**config.mk**
```make
export PLATFORM = sky130hd
export DESIGN_NAME = nidt_front
export DESIGN_NICKNAME = d
export VERILOG_FILES = /design/src/hdl/nidt_pkg.sv /design/src/hdl/nidt_front.sv
export SDC_FILE = /design/constraint.sdc
export NUM_CORES = 1
export LEC_CHECK = 0
export BUFFER_PORTS_ARGS = -buffer_cell sky130_fd_sc_hd__buf_2
export CAP_MARGIN = 10
export CORE_ASPECT_RATIO = 2
export CORE_MARGIN = 4
export CORE_UTILIZATION = 47
export CTS_CLUSTER_SIZE = 30
export DETAILED_ROUTE_END_ITERATION = 12
export GPL_TIMING_DRIVEN = 0
export PLACE_DENSITY = 0.79
export SLEW_MARGIN = 20
export SYNTH_ARGS = -nofsm -noshare
export SYNTH_HDL_FRONTEND = slang
export SYNTH_SLANG_ARGS = --single-unit
```
**constraint.sdc**
```tcl
create_clock -name clk -period 3.4 [get_ports clk]
set_input_delay 0.34 -clock clk [delete_from_list [all_inputs] [get_ports clk]]
set_output_delay 0.34 -clock clk [all_outputs]
set_load 0.005 [all_outputs]
```
**src/hdl/nidt_pkg.sv**
```systemverilog
`timescale 1ns / 1ps
// ----------------------------------------------------------------------------
// nidt_pkg
// Shared types, constants and codes of the nearest instance damage table.
// ----------------------------------------------------------------------------
package nidt_pkg;

  // table geometry
  localparam int MAX_INSTANCES = 256;
  localparam int COORD_BITS    = 24;
  localparam int ADDR_BITS     = (MAX_INSTANCES > 1) ? $clog2(MAX_INSTANCES) : 1;
  localparam int CNT_BITS      = $clog2(MAX_INSTANCES + 1);

  // field widths
  localparam int SLOT_BITS   = 8;
  localparam int HEALTH_BITS = 24;
  localparam int DAMAGE_BITS = 23;
  localparam int COUNT_BITS  = 9;
  localparam int START_BITS  = 23;
  localparam int CFG_BITS    = 23;

  // distance arithmetic
  localparam int DIFF_BITS = COORD_BITS + 1;
  localparam int SQ_BITS   = 2 * DIFF_BITS;
  localparam int DIST_BITS = SQ_BITS + 2;
  localparam int POS_BITS  = 3 * COORD_BITS;

  // stream widths
  localparam int S_TDATA_BITS = 104;
  localparam int M_TDATA_BITS = 32;
  localparam int M_TUSER_BITS = 3;

  // queue between front and back
  localparam int QUEUE_DEPTH = 2;
  localparam int QPTR_BITS   = (QUEUE_DEPTH > 1) ? $clog2(QUEUE_DEPTH) : 1;
  localparam int QCNT_BITS   = $clog2(QUEUE_DEPTH + 1);

  // configuration register indexes
  typedef enum logic [0:0] {
    CFG_INSTANCE_COUNT = 1'b0,
    CFG_START_HEALTH   = 1'b1
  } cfg_index_t;

  // result status codes
  typedef enum logic [2:0] {
    STATUS_LOADED    = 3'd0,
    STATUS_DAMAGED   = 3'd1,
    STATUS_DESTROYED = 3'd2,
    STATUS_ALREADY   = 3'd3,
    STATUS_NONE      = 3'd4
  } status_t;

  // back end sequencer
  typedef enum logic [1:0] {
    BK_IDLE,
    BK_SCAN,
    BK_HREAD,
    BK_HAPPLY
  } back_state_t;

  // one classified item in the queue
  typedef struct packed {
    logic                   is_hit;
    logic [SLOT_BITS-1:0]   slot;
    logic [COORD_BITS-1:0]  pos_x;
    logic [COORD_BITS-1:0]  pos_y;
    logic [COORD_BITS-1:0]  pos_z;
    logic [DAMAGE_BITS-1:0] damage;
  } item_t;

  // one result beat
  typedef struct packed {
    status_t                status;
    logic [SLOT_BITS-1:0]   closest_slot;
    logic [HEALTH_BITS-1:0] health_left;
  } result_t;

endpackage

```
**src/hdl/nidt_front.sv**
```systemverilog
`timescale 1ns / 1ps
// ----------------------------------------------------------------------------
// nidt_front
// Input side: takes beats, splits the fields, queues items for the back end.
// ----------------------------------------------------------------------------
module nidt_front (
  input  logic                                clk,
  input  logic                                rst,
  input  logic                                s_tvalid,
  output logic                                s_tready,
  input  logic [nidt_pkg::S_TDATA_BITS-1:0]   s_tdata,
  input  logic                                s_tuser,
  output logic                                q_valid,
  output nidt_pkg::item_t                     q_item,
  input  logic                                q_pop
);

  nidt_pkg::item_t                      queue [nidt_pkg::QUEUE_DEPTH];
  logic [nidt_pkg::QPTR_BITS-1:0]       wr_ptr;
  logic [nidt_pkg::QPTR_BITS-1:0]       rd_ptr;
  logic [nidt_pkg::QCNT_BITS-1:0]       fill;
  nidt_pkg::item_t                      item_in;
  logic                                 push;
  logic                                 pop;

  // field split of the incoming beat
  always_comb begin
    item_in.is_hit = s_tuser;
    item_in.slot   = s_tdata[7:0];
    item_in.pos_x  = s_tdata[31:8];
    item_in.pos_y  = s_tdata[55:32];
    item_in.pos_z  = s_tdata[79:56];
    item_in.damage = s_tdata[102:80];
  end

  assign s_tready = (fill != nidt_pkg::QCNT_BITS'(nidt_pkg::QUEUE_DEPTH));
  assign push     = s_tvalid && s_tready;
  assign q_valid  = (fill != '0);
  assign pop      = q_pop && q_valid;
  assign q_item   = queue[rd_ptr];

  // queue storage
  always_ff @(posedge clk) begin
    if (push) begin
      queue[wr_ptr] <= item_in;
    end
  end

  // queue pointers and fill level
  always_ff @(posedge clk) begin
    if (rst) begin
      wr_ptr <= '0;
      rd_ptr <= '0;
      fill   <= '0;
    end else begin
      if (push) begin
        wr_ptr <= (wr_ptr == nidt_pkg::QPTR_BITS'(nidt_pkg::QUEUE_DEPTH - 1)) ?
                  '0 : wr_ptr + 1'b1;
      end
      if (pop) begin
        rd_ptr <= (rd_ptr == nidt_pkg::QPTR_BITS'(nidt_pkg::QUEUE_DEPTH - 1)) ?
                  '0 : rd_ptr + 1'b1;
      end
      if (push && !pop) begin
        fill <= fill + 1'b1;
      end else if (pop && !push) begin
        fill <= fill - 1'b1;
      end
    end
  end

endmodule

```
==> results.md <==
- The actual slew at the worst max-slew pin is 707.1 ps.
- The width of the die is 100.1 µm.
- By area the synthesized netlist is led by sky130_fd_sc_hd__edfxtp_1 (78%), sky130_fd_sc_hd__mux2_4 (11%), sky130_fd_sc_hd__mux2_2 (6.2%), sky130_fd_sc_hd__dfxtp_1 (1.3%), sky130_fd_sc_hd__buf_6 (0.99%).
- The congestion estimate from routability-driven global placement came to 0.7248.
- Clock-pin slew was measured on the worst setup and hold paths at 70 ps.
- The number of endpoints with negative hold slack in the final report came to 0.
- The number of fill cells is 1252.
- The top cell type by area accounts for between 70% and 80% of the synthesized area.
- After legalization and detailed placement, the total HPWL measured 11.13 mm.
- The initial antenna violation count came to 0.
- The post-route DRC violation count is 0.
- The worst hold slack after final layout is about 53 ps.
- Each instance of the synthesized netlist takes up on average 22.93 µm².
- The data required time of the worst path is 3060 ps.
- The clock drives between 200 and 250 sinks.
- The setup path with the least slack is of type flip-flop to output port.
- The ratio of cells with drive above 1 in the final layout is 61.18%.
- The net count of the finished layout is just under 700.
- The cell area after synthesis is 7979 µm².
- The tree is rooted in a sky130_fd_sc_hd__clkbuf_16.
- The number of warnings reported in the yosys synthesis log is 0.
- The post-CTS setup buffer count is 0.
- For this design the ratio of total power to cell area is 716.7 nW/µm².
- The via count is approximately 4000.
- After clock tree synthesis, the repair step resized 0 gates.
- Across the whole layout, storage elements account for 6346 µm².
- The count of hold buffers inserted by post-cts repair is 0.
- The H-tree depth is 1.
- The analysis attributes to cell leakage a power of around 3.8 nW.
- The total global routing overflow is 0.
- The floorplan step set the die height to ~190 µm.
- The part of the power in combinational logic is 25.6%.
- Summed over all nets, the switching power comes to 1.826 mW.
- Synthesis instantiated 20 different standard cells from the library.
- The routed wire length per instance is 19.54 µm.
- The initial DRC count is 155.
- The antenna violation net count after detailed routing is 0.
- Counting along the longest clock path gives a buffer depth of 3.
- For this configuration, the core starts out at a cell density of 47.83%.
- The shortest clock period the worst path allows after layout is approximately 2100 ps.
- The largest fanout of any net on the critical path is 10.
- The clock tree from TritonCTS is yes.
- The latest clock arrival within the worst-skew pair is 460 ps.
- Dividing the detail-routed via count by the number of cells gives 5.026.
- The first global-routing pass estimated 23.36 mm of wire.
- The net count after synthesis is 458.
- Counting instances in the post-synthesis netlist gives the leading cell types as sky130_fd_sc_hd__edfxtp_1 (208), sky130_fd_sc_hd__mux2_4 (60), sky130_fd_sc_hd__mux2_2 (44).
- The tool flagged a number of max-cap violations equal to 0.
- The number of global-route vias before repair came to 4453.
- The total count of max-transition violations in the final report is 0.
- The number of enable flip-flop cells after synthesis is about 210.
- The path class of the tightest hold or removal check is input port to flip-flop.
- Registers are responsible for 47.3% of the overall power.
- The global router's overall resource usage is 15.76%.
- The final number of setup-violating endpoints is 0.
- The post-route standard cell area excluding fillers is 9926 µm².
- The number of cells produced by synthesis is 348.
- The number of clock buffers added by TritonCTS is 19.
- Setup repair after global routing left no endpoint under its margin.
- The biggest area consumer among synthesized cells is sky130_fd_sc_hd__edfxtp_1.
- The final clock skew is 8.539 ps.
- The multi-input logic area is ~1500 µm².
- Dividing the final minimum period by the clock period gives 61.19%.
- The share of flip-flops with an asynchronous set or reset after synthesis is 0%.
- The worst setup path is captured at an output port.
- The fraction of power consumed by the clock network is 27.1%.
- In this run the standard cell core region covers 16680 µm².
- The total iterations of the first detailed-routing run is 4.
- Input and output buffers added on the ports amount to between 200 and 250.
- The pin count of the biggest net entering global routing is 58.
- The worst-case IR drop observed on VDD is 0.6244 mV.
- In this run the count of I/O pins placed on the die edge is ~220.
- After detailed placement, the total cell area comes to between 9000 and 10000 µm².
- For this block, the routed nets add up to 15.69 mm of wire.
- Data on the critical path arrives at its endpoint at between 1500 and 2000 ps.
- From synthesis to final layout, the design area changed by 24.40%.
- For the final routed database, the setup TNS stands at 0 ps.
- The dominant cell by count in the synthesized netlist is sky130_fd_sc_hd__edfxtp_1.
- The headroom to the max-slew limit is 52.86%.
- The commonest register cell after synthesis is sky130_fd_sc_hd__edfxtp_1.
- The run finished with clean final reports.
- The register area share after synthesis is 79.54%.
- Timing would allow up to 480.7 MHz.
- The die covers 19250 µm².
- The synthesized design contains 213 register bits.
- The internal portion of the total power is 5.288 mW.
- Of the total power, the share spent switching nets is between 20% and 30%.
- The critical path launch point type is a flip-flop.
- The floorplan has 67 rows.
power by group through the flow:
stage / Combinational (mW) / Sequential [mW] / Clock (mW)
floorplan: 1.12 / 3.42 / 0
global placement: 1.77 / 3.44 / 0
detailed placement: 1.85 / 3.43 / 0
CTS: 1.86 / 3.37 / 1.98
global route: 1.96 / 3.40 / 2.08
finish: 1.82 / 3.37 / 1.93
worst paths after layout:
path          startpoint      endpoint  slack [ps]  depth (start not counted)
max            flip-flop    q_item[67]        1320                          5
min          s_tdata[99]  queue[1][19]          50                          1
max reg2reg      fill[0]  queue[1][14]        1370                          3
min reg2reg       rd_ptr        rd_ptr         520                          2
flip-flops by register name, summed over array words and instances (netlist names), named ones only:
name	count
wr_ptr	1
rd_ptr	1
queue	208
fill	2
area by class of cell:
type	instances	area share, %
buffer	12	1.147
clock buffer	21	4.866
inverter	1	0.08824
clock inverter	11	0.7185
sequential	213	63.94
multi-input combinational	122	15.32
timing repair buffer	215	11.29
antenna	1	0.02521
tap	207	2.609
per-stage QoR:
stage / cells / utilization [%] / power, mW / setup WS (ps)
3_5_place_dp: 770 / 56.16 / 5.277 / 1358
4_1_cts: 802 / 59.48 / 7.208 / 1270
6_report: 803 / 59.50 / 7.114 / 1320
3_3_place_gp: 768 / 55.78 / 5.208 / -637.5
5_1_grt: 802 / 59.48 / 7.438 / 1205
2_1_floorplan: 348 / - / 4.541 / 241.7
placed cells by master (no fill, tap or decap), drive strengths merged:
master and instances:
buf 227, clkinv 9, or2 1, a21bo 1
clkbuf 21, and2 1, o21ai 2, dfxtp 5
edfxtp 208, mux2 104, a21oi 2, clkinvlp 1
diode 1, nand3b 1, nor2 3, nand2b 1
ha 1, inv 2, and3 1, or3 1
xor2 3
critical path: stages (launching register included):
cell and delay, ps:
sky130_fd_sc_hd__dfxtp_1 320, sky130_fd_sc_hd__buf_6 120, sky130_fd_sc_hd__buf_8 170, sky130_fd_sc_hd__buf_6 200
sky130_fd_sc_hd__mux2_4 320, sky130_fd_sc_hd__buf_2 130
metal layers:
metal,global-route usage [%],wire [µm],up-vias
met4,7.421,654,0
met3,3.256,878,43
met2,30.34,9124,149
met1,15.59,5029,1998
met5,0,0,-
li1,-,-,1846
cell families after synthesis:
family          count (synthesis)  share of synthesized area (%)
simple gates                    9                         0.6275
flops                         213                          79.54
fa+ha+maj                       1                         0.1568
buf+inv                        13                          1.474
compound gates                  5                         0.3764
mux                           104                          17.50
xor+xnor                        3                         0.3294
Power figures use the tool's default switching activity.
